`src/rtl/cbsf_pkg.sv`:
```
package cbsf_pkg;

    localparam logic [7:0]  FLAG_BYTE = 8'h7E;
    localparam logic [7:0]  ESC_BYTE  = 8'h7D;
    localparam logic [7:0]  ESC_XOR   = 8'h20;
    localparam logic [15:0] CRC_POLY  = 16'h1021;

    // One accepted message byte, classified and with its CRC already folded in
    typedef struct packed {
        logic        open_flag;
        logic [7:0]  data;
        logic        last;
        logic [15:0] crc;
    } job_t;

    typedef struct packed {
        logic valid;
        job_t job;
    } push_t;

    typedef enum logic [2:0] {
        STEP_OPEN,
        STEP_DATA,
        STEP_CRC_LO,
        STEP_CRC_HI,
        STEP_CLOSE
    } step_t;

    // Table form: T[crc >> 8] ^ (crc << 8) ^ byte; T is built bitwise here
    function automatic logic [15:0] crc_update(input logic [15:0] crc, input logic [7:0] b);
        logic [15:0] r;
        r = {crc[15:8], 8'h00};
        for (int i = 0; i < 8; i++) begin
            if (r[15])
            begin
                r = {r[14:0], 1'b0} ^ CRC_POLY;
            end
            else
            begin
                r = {r[14:0], 1'b0};
            end
        end
        return r ^ {crc[7:0], 8'h00} ^ {8'h00, b};
    endfunction

endpackage

```
`src/rtl/cbsf_in_if.sv`:
```
interface cbsf_in_if;
    logic       valid;
    logic       ready;
    logic [7:0] message_byte;
    logic       is_last;

    modport source (output valid, output message_byte, output is_last, input ready);
    modport sink (input valid, input message_byte, input is_last, output ready);
endinterface

```
`src/rtl/cbsf_out_if.sv`:
```
interface cbsf_out_if;
    logic       valid;
    logic       ready;
    logic [7:0] out_byte;
    logic       run_last;

    modport source (output valid, output out_byte, output run_last, input ready);
    modport sink (input valid, input out_byte, input run_last, output ready);
endinterface

```
`src/rtl/cbsf_front.sv`:
```
module cbsf_front (
    input  logic             clk,
    input  logic             rst_n,
    cbsf_in_if.sink          msg,
    input  logic             full,
    output cbsf_pkg::push_t  push
);

    logic [15:0] crc_reg;
    logic [15:0] crc_next;
    logic        inside_reg;
    logic        inside_next;
    logic [15:0] crc_base;
    logic [15:0] crc_new;
    logic        accept;

    assign msg.ready = !full;

    always_comb
    begin
        accept   = msg.valid && !full;
        // restart the CRC when this byte opens a frame
        crc_base = inside_reg ? crc_reg : 16'h0000;
        crc_new  = cbsf_pkg::crc_update(crc_base, msg.message_byte);

        push.valid         = accept;
        push.job.open_flag = !inside_reg;
        push.job.data      = msg.message_byte;
        push.job.last      = msg.is_last;
        push.job.crc       = crc_new;

        crc_next    = crc_reg;
        inside_next = inside_reg;
        if (accept)
        begin
            crc_next    = msg.is_last ? 16'h0000 : crc_new;
            inside_next = !msg.is_last;
        end
    end

    always_ff @(posedge clk or negedge rst_n)
    begin
        if (!rst_n)
        begin
            crc_reg    <= 16'h0000;
            inside_reg <= 1'b0;
        end
        else
        begin
            crc_reg    <= crc_next;
            inside_reg <= inside_next;
        end
    end

endmodule

```
`src/rtl/cbsf_queue.sv`:
```
module cbsf_queue #(
    parameter int DEPTH = 2
) (
    input  logic            clk,
    input  logic            rst_n,
    input  cbsf_pkg::push_t push,
    input  logic            pop,
    output logic            full,
    output logic            not_empty,
    output cbsf_pkg::job_t  head
);

    localparam int PW = (DEPTH > 1) ? $clog2(DEPTH) : 1;
    localparam int CW = $clog2(DEPTH + 1);

    cbsf_pkg::job_t  mem_reg [DEPTH];
    logic [PW-1:0]   wr_ptr_reg;
    logic [PW-1:0]   wr_ptr_next;
    logic [PW-1:0]   rd_ptr_reg;
    logic [PW-1:0]   rd_ptr_next;
    logic [CW-1:0]   count_reg;
    logic [CW-1:0]   count_next;

    assign full      = (count_reg == CW'(DEPTH));
    assign not_empty = (count_reg != '0);
    assign head      = mem_reg[rd_ptr_reg];

    always_comb
    begin
        wr_ptr_next = wr_ptr_reg;
        rd_ptr_next = rd_ptr_reg;
        count_next  = count_reg;
        if (push.valid)
        begin
            wr_ptr_next = (wr_ptr_reg == PW'(DEPTH - 1)) ? '0 : wr_ptr_reg + 1'b1;
        end
        if (pop)
        begin
            rd_ptr_next = (rd_ptr_reg == PW'(DEPTH - 1)) ? '0 : rd_ptr_reg + 1'b1;
        end
        if (push.valid && !pop)
        begin
            count_next = count_reg + 1'b1;
        end
        else if (pop && !push.valid)
        begin
            count_next = count_reg - 1'b1;
        end
    end

    always_ff @(posedge clk or negedge rst_n)
    begin
        if (!rst_n)
        begin
            wr_ptr_reg <= '0;
            rd_ptr_reg <= '0;
            count_reg  <= '0;
        end
        else
        begin
            wr_ptr_reg <= wr_ptr_next;
            rd_ptr_reg <= rd_ptr_next;
            count_reg  <= count_next;
        end
    end

    always_ff @(posedge clk)
    begin
        if (push.valid)
        begin
            mem_reg[wr_ptr_reg] <= push.job;
        end
    end

endmodule

```
`src/rtl/cbsf_back.sv`:
```
module cbsf_back (
    input  logic            clk,
    input  logic            rst_n,
    input  logic            not_empty,
    input  cbsf_pkg::job_t  head,
    output logic            pop,
    cbsf_out_if.source      frame
);

    cbsf_pkg::step_t step_reg;
    cbsf_pkg::step_t step_next;
    cbsf_pkg::step_t cur_step;
    cbsf_pkg::step_t adv_step;
    logic            started_reg;
    logic            started_next;
    logic            esc_reg;
    logic            esc_next;
    logic            out_valid_reg;
    logic            out_valid_next;
    logic [7:0]      out_byte_reg;
    logic [7:0]      out_byte_next;
    logic            run_last_reg;
    logic            run_last_next;
    logic [7:0]      raw;
    logic            stuffable;
    logic            done;
    logic            emit;

    assign frame.valid    = out_valid_reg;
    assign frame.out_byte = out_byte_reg;
    assign frame.run_last = run_last_reg;

    always_comb
    begin
        // a fresh request at the queue head starts at its flag or its data
        if (started_reg)
        begin
            cur_step = step_reg;
        end
        else
        begin
            cur_step = head.open_flag ? cbsf_pkg::STEP_OPEN : cbsf_pkg::STEP_DATA;
        end

        raw       = cbsf_pkg::FLAG_BYTE;
        stuffable = 1'b0;
        done      = 1'b0;
        adv_step  = cur_step;
        case (cur_step)
            cbsf_pkg::STEP_OPEN:
            begin
                raw      = cbsf_pkg::FLAG_BYTE;
                adv_step = cbsf_pkg::STEP_DATA;
            end
            cbsf_pkg::STEP_DATA:
            begin
                raw       = head.data;
                stuffable = 1'b1;
                done      = !head.last;
                adv_step  = cbsf_pkg::STEP_CRC_LO;
            end
            cbsf_pkg::STEP_CRC_LO:
            begin
                raw       = head.crc[7:0];
                stuffable = 1'b1;
                adv_step  = cbsf_pkg::STEP_CRC_HI;
            end
            cbsf_pkg::STEP_CRC_HI:
            begin
                raw       = head.crc[15:8];
                stuffable = 1'b1;
                adv_step  = cbsf_pkg::STEP_CLOSE;
            end
            cbsf_pkg::STEP_CLOSE:
            begin
                raw  = cbsf_pkg::FLAG_BYTE;
                done = 1'b1;
            end
            default:
            begin
                raw  = cbsf_pkg::FLAG_BYTE;
                done = 1'b1;
            end
        endcase
        stuffable = stuffable && (raw == cbsf_pkg::ESC_BYTE || raw == cbsf_pkg::FLAG_BYTE);

        emit = not_empty && (!out_valid_reg || frame.ready);

        step_next      = step_reg;
        started_next   = started_reg;
        esc_next       = esc_reg;
        out_byte_next  = out_byte_reg;
        run_last_next  = run_last_reg;
        out_valid_next = frame.ready ? 1'b0 : out_valid_reg;
        pop            = 1'b0;

        if (emit)
        begin
            out_valid_next = 1'b1;
            if (stuffable && !esc_reg)
            begin
                // send the escape code, hold the step for the flipped byte
                out_byte_next = cbsf_pkg::ESC_BYTE;
                run_last_next = 1'b0;
                esc_next      = 1'b1;
                started_next  = 1'b1;
                step_next     = cur_step;
            end
            else
            begin
                out_byte_next = esc_reg ? (raw ^ cbsf_pkg::ESC_XOR) : raw;
                run_last_next = done;
                esc_next      = 1'b0;
                step_next     = adv_step;
                started_next  = !done;
                pop           = done;
            end
        end
    end

    always_ff @(posedge clk or negedge rst_n)
    begin
        if (!rst_n)
        begin
            step_reg      <= cbsf_pkg::STEP_OPEN;
            started_reg   <= 1'b0;
            esc_reg       <= 1'b0;
            out_valid_reg <= 1'b0;
        end
        else
        begin
            step_reg      <= step_next;
            started_reg   <= started_next;
            esc_reg       <= esc_next;
            out_valid_reg <= out_valid_next;
        end
    end

    always_ff @(posedge clk)
    begin
        out_byte_reg <= out_byte_next;
        run_last_reg <= run_last_next;
    end

endmodule

```
`src/rtl/crc16_byte_stuffing_framer.sv`:
```
// Channel  Role   Payload                  Handshake
// msg      sink   message_byte, is_last    valid / ready
// frame    source out_byte, run_last       valid / ready
//
// Each message byte becomes 1 to 8 framed bytes; the back end sends one byte
// per cycle while frame is not stalled, so a request holds the queue head until all its bytes are sent.
// The front end computes the CRC in the accept cycle and takes a new request
// every cycle while the queue of QUEUE_DEPTH entries has room.
// Reset is asynchronous and active low; it drops any open frame without a closing flag.
// A stall on frame holds the output register and fills the queue, then drops msg.ready.
module crc16_byte_stuffing_framer #(
    parameter int QUEUE_DEPTH = 2
) (
    input  logic       clk,
    input  logic       rst_n,
    cbsf_in_if.sink    msg,
    cbsf_out_if.source frame
);

    cbsf_pkg::push_t push;
    cbsf_pkg::job_t  head;
    logic            full;
    logic            not_empty;
    logic            pop;

    cbsf_front u_front (
        .clk   (clk),
        .rst_n (rst_n),
        .msg   (msg),
        .full  (full),
        .push  (push)
    );

    cbsf_queue #(
        .DEPTH (QUEUE_DEPTH)
    ) u_queue (
        .clk       (clk),
        .rst_n     (rst_n),
        .push      (push),
        .pop       (pop),
        .full      (full),
        .not_empty (not_empty),
        .head      (head)
    );

    cbsf_back u_back (
        .clk       (clk),
        .rst_n     (rst_n),
        .not_empty (not_empty),
        .head      (head),
        .pop       (pop),
        .frame     (frame)
    );

endmodule

```
`src/flat_wrapper.sv`:
```
// flat-port wrapper written by rule: the top's interface ports become plain ports
module crc16_byte_stuffing_framer_flat 
#(
    parameter int QUEUE_DEPTH = 2
)
  (clk, rst_n, msg_valid, msg_message_byte, msg_is_last, msg_ready, frame_valid, frame_out_byte, frame_run_last, frame_ready);
  cbsf_in_if msg_i ();
  cbsf_out_if frame_i ();
  input  logic clk;
  input  logic rst_n;
  input wire logic [$bits(msg_i.valid)-1:0] msg_valid;
  input wire logic [$bits(msg_i.message_byte)-1:0] msg_message_byte;
  input wire logic [$bits(msg_i.is_last)-1:0] msg_is_last;
  output wire logic [$bits(msg_i.ready)-1:0] msg_ready;
  output wire logic [$bits(frame_i.valid)-1:0] frame_valid;
  output wire logic [$bits(frame_i.out_byte)-1:0] frame_out_byte;
  output wire logic [$bits(frame_i.run_last)-1:0] frame_run_last;
  input wire logic [$bits(frame_i.ready)-1:0] frame_ready;
  assign msg_i.valid = msg_valid;
  assign msg_i.message_byte = msg_message_byte;
  assign msg_i.is_last = msg_is_last;
  assign msg_ready = msg_i.ready;
  assign frame_valid = frame_i.valid;
  assign frame_out_byte = frame_i.out_byte;
  assign frame_run_last = frame_i.run_last;
  assign frame_i.ready = frame_ready;
  crc16_byte_stuffing_framer #(.QUEUE_DEPTH(QUEUE_DEPTH)) u_core (.clk(clk), .rst_n(rst_n), .msg(msg_i), .frame(frame_i));
endmodule
```
`config.mk`:
```
export PLATFORM = sky130hd
export DESIGN_NAME = crc16_byte_stuffing_framer_flat
export DESIGN_NICKNAME = d
export VERILOG_FILES = /design/src/rtl/cbsf_pkg.sv /design/src/rtl/cbsf_in_if.sv /design/src/rtl/cbsf_out_if.sv /design/src/rtl/cbsf_front.sv /design/src/rtl/cbsf_queue.sv /design/src/rtl/cbsf_back.sv /design/src/rtl/crc16_byte_stuffing_framer.sv /design/src/flat_wrapper.sv
export SDC_FILE = /design/constraint.sdc
export NUM_CORES = 1
export LEC_CHECK = 0
export ABC_AREA = 1
export BUFFER_PORTS_ARGS = -buffer_cell sky130_fd_sc_hd__clkbuf_2
export CAP_MARGIN = 20
export CORE_ASPECT_RATIO = 0.7
export CORE_MARGIN = 4
export CORE_UTILIZATION = 35
export CTS_CLUSTER_DIAMETER = 150
export DETAILED_ROUTE_END_ITERATION = 10
export GPL_TIMING_DRIVEN = 0
export HOLD_SLACK_MARGIN = 0.03
export PLACE_DENSITY = 0.62
export SETUP_SLACK_MARGIN = 0.2
export SYNTH_ARGS = -nofsm -noshare
export SYNTH_HDL_FRONTEND = slang
export SYNTH_SLANG_ARGS = --single-unit
```
`constraint.sdc`:
```
create_clock -name clk -period 5.4 [get_ports clk]
set_input_delay 0.81 -clock clk [delete_from_list [all_inputs] [get_ports clk]]
set_output_delay 0.81 -clock clk [all_outputs]
set_load 0.01 [all_outputs]
```
==> out/qor.txt <==
initial antenna violation count: 0
switching share of power: 38.6%
IO Pins: 24
post-route minimum period: 2600 ps
CTS H-Tree Depth: 3
CP max-delay cell: dfrtp_1
Die Width: 135 um
share of flip-flops with an asynchronous set or reset: 30.7%
worst skew pair latency: 340 ps
n_diodes: 0
Total Routing Usage GR: 14.0%
Row Count: 32
Psw: 0.00110 W
total power: 0.00284 W
Syn. warnings: 0
syn_nets: 404
layout cell share with drive strength beyond 1: 14.8%
gpl congestion: 0.832
P_leak: 1.98 nW
VDD IR max: 0.000224 V
core footprint: 0.0111 sq mm
critical path data required time: 5620 ps
largest net degree at the start of global routing: 28
met2 usage: 18.9%
Mean Syn Cell Area: 10.2 sq um
number of non-filler instances in the completed layout: 585
Clock Path Buffers: 2
CTS-repair resized insts: 0
WL per Instance: 14.7 um
RSZ-0062 raised after global routing: false
Gate power share: 38.2%
normalized max-slew margin: 35.4%
# Post-CTS Setup Buffers: 0
Remaining Overflow, GRT: 0
CP arrival: 2820 ps
startpoint types: flip-flop
multi-input combinational cell area: 0.00121 sq mm
max frequency: 385 MHz
port bufs: 23
Setup TNS: 0 ps
TritonCTS Buffers: 9
Buffers & Inverters on Critical Path: 1
CTS root buffer: clkbuf_16
antenna-violating nets left: 0
placed insts: 569
Cell Area, Synth: 0.00398 sq mm
CTS tree: built
hpwl dp: 6260 um
Seq/Total Area, Yosys: 63.1%
Setup crit end kind: flip-flop
met1 global-route usage: 21.5%
Die Y: 97.2 um
Fin. Hold Viols: 0
max incr delay on CP: 450 ps
max reg flops: 52
DR iter-0 viols: 293
PD cells: 617 mW/mm^2
via count: 2735
CP Cell Sequence: inv_1 > nand4_2 > nor2_1 > nor2_1 > nand3_1 > nand2_1 > nor2_2 > nand3_2 > nand3_1 > ha_1 > a21oi_1 > o21ai_0 > xor2_1
met3 Use GR: 4.71%
clock group share of total power: 21.2%
final setup violation count: 0
vias per cell: 4.68
most common cell after layout, fill and taps aside: nand2_1
outcome: completed
Synth Flop Type: edfxtp_1
Clock Skews: 2.54 ps
area added between synthesis and finish: 15.9%
Final Cycle Share: 48.1%
Flop pwr share: 40.6%
Synth cell types: 31
Cells after Synth: 390
CTS Hold Buffers Added: 0
first-pass GRT wire length: 14300 um
drt drc: 0
Storage cell area: 0.00251 sq mm
max-slew violation count: 0
First-pass DRT Iterations: 5
Slew @ Worst Pin: 968 ps
vias in the first global route: 2618
Worst path top cell family by delay: simple AND/OR/NAND/NOR gates
Cell Area, Placed: 0.00432 sq mm
Yosys reg bits: 88
worst min-delay path category: flip-flop to flip-flop
Final #Nets: 441
Post-Route WL: 8630 um
FILL cells: 1081
Die Footprint: 0.0132 sq mm
worst setup path category: flip-flop to flip-flop
GRT Max-Usage Layer: met1
CTS clock-pin slew for the worst setup and hold paths: 60 ps
Max-Cap Viols: 0
Post-synth EDFFs: 61
CP Max Fanout: 9
Initial Util: 36.0%
fin area: 0.00461 sq mm
Clock Sinks: 88
most frequent cells in the layout: nand2_1 (113), edfxtp_1 (61), inv_1 (49)
P_int: 0.00175 W
worst register-to-register path, cell delays in order (launching register included):
cell and delay, ps:
dfrtp_1 450, inv_1 110, nand4_2 280, nor2_1 190
nor2_1 80, nand3_1 110, nand2_1 70, nor2_2 150
nand3_2 200, nand3_1 180, ha_1 270, a21oi_1 110
o21ai_0 110, xor2_1 150
cell type report:
cell class,count,share of cell area (%)
sequential,88,54.4
clock buffer,9,4.89
inverter,52,4.29
tap,153,4.15
buffer,11,1.41
timing repair buffer,26,3.23
clock inverter,7,1.36
multi-input combinational,239,26.3
metrics by stage:
stage          hold slack, ps  utilization [%]  setup slack [ps]
2_1_floorplan             446                -              2750
3_3_place_gp              460             38.8              1850
3_5_place_dp              465             39.1              2810
4_1_cts                   478             41.7              2790
5_1_grt                   488             41.7              2580
6_report                  478             41.7              2800
per-layer routing:
layer  share of wire [%]  vias up
met1                  53     1300
met3                 5.3        8
li1                    -     1358
met5                   0        -
met4                 1.1        0
met2                  41       69
power by group through the flow:
stage          Combinational, W  Sequential, W  Clock, W
6_report                0.00109        0.00115  0.000602
5_1_grt                 0.00123        0.00118  0.000647
4_1_cts                 0.00109        0.00116  0.000616
3_5_place_dp            0.00109        0.00117         0
3_3_place_gp            0.00104        0.00116         0
2_1_floorplan          0.000747        0.00117         0
cell families after synthesis:
| group | after synthesis | synth area share (%) |
|---|---|---|
| DFF | 88 | 63.1 |
| and+or+nand+nor | 172 | 18.9 |
| buffers and inverters | 63 | 6.61 |
| xor gates and xnor gates | 21 | 4.63 |
| AOI/OAI and AO/OA | 45 | 6.51 |
| adders and majority gates | 1 | 0.315 |
synth_stat cells, types with 4 or more instances:
library cell    n  area, sq um
edfxtp_1       61         1830
nor2_1         23         86.3
buf_2           4         20.0
o21ai_0        19         95.1
o22ai_1         6         37.5
nand4_1        11         68.8
dfrtp_1        27          676
a21oi_1        15         75.1
xor2_1         17          149
clkbuf_1        4         15.0
nand2_1       113          424
inv_1          49          184
nand3_1        12         60.1
xnor2_1         4         35.0
final timing paths:
check | start | endpoint | depth (start not counted) | slack (ps)
setup / recovery | u_core.u_back.step_reg[0]$_DFFE_PN0P_ | u_core.u_queue.count_reg[1]$_DFFE_PN0P_ | 13 | 2800
hold / removal | u_core.u_queue.count_reg[0]$_DFFE_PN0P_ | u_core.u_queue.count_reg[0]$_DFFE_PN0P_ | 1 | 480
setup reg to reg | u_core.u_back.step_reg[0]$_DFFE_PN0P_ | u_core.u_queue.count_reg[1]$_DFFE_PN0P_ | 13 | 2800
hold reg to reg | u_core.u_queue.count_reg[0]$_DFFE_PN0P_ | u_core.u_queue.count_reg[0]$_DFFE_PN0P_ | 1 | 480
max in group asynchronous | rst_n | u_core.u_back.esc_reg$_DFFE_PN0P_ | 1 | 4420
min in group asynchronous | rst_n | u_core.u_front.crc_reg[4]$_DFFE_PN0P_ | 1 | 510
(Power assumes the default switching activity.)
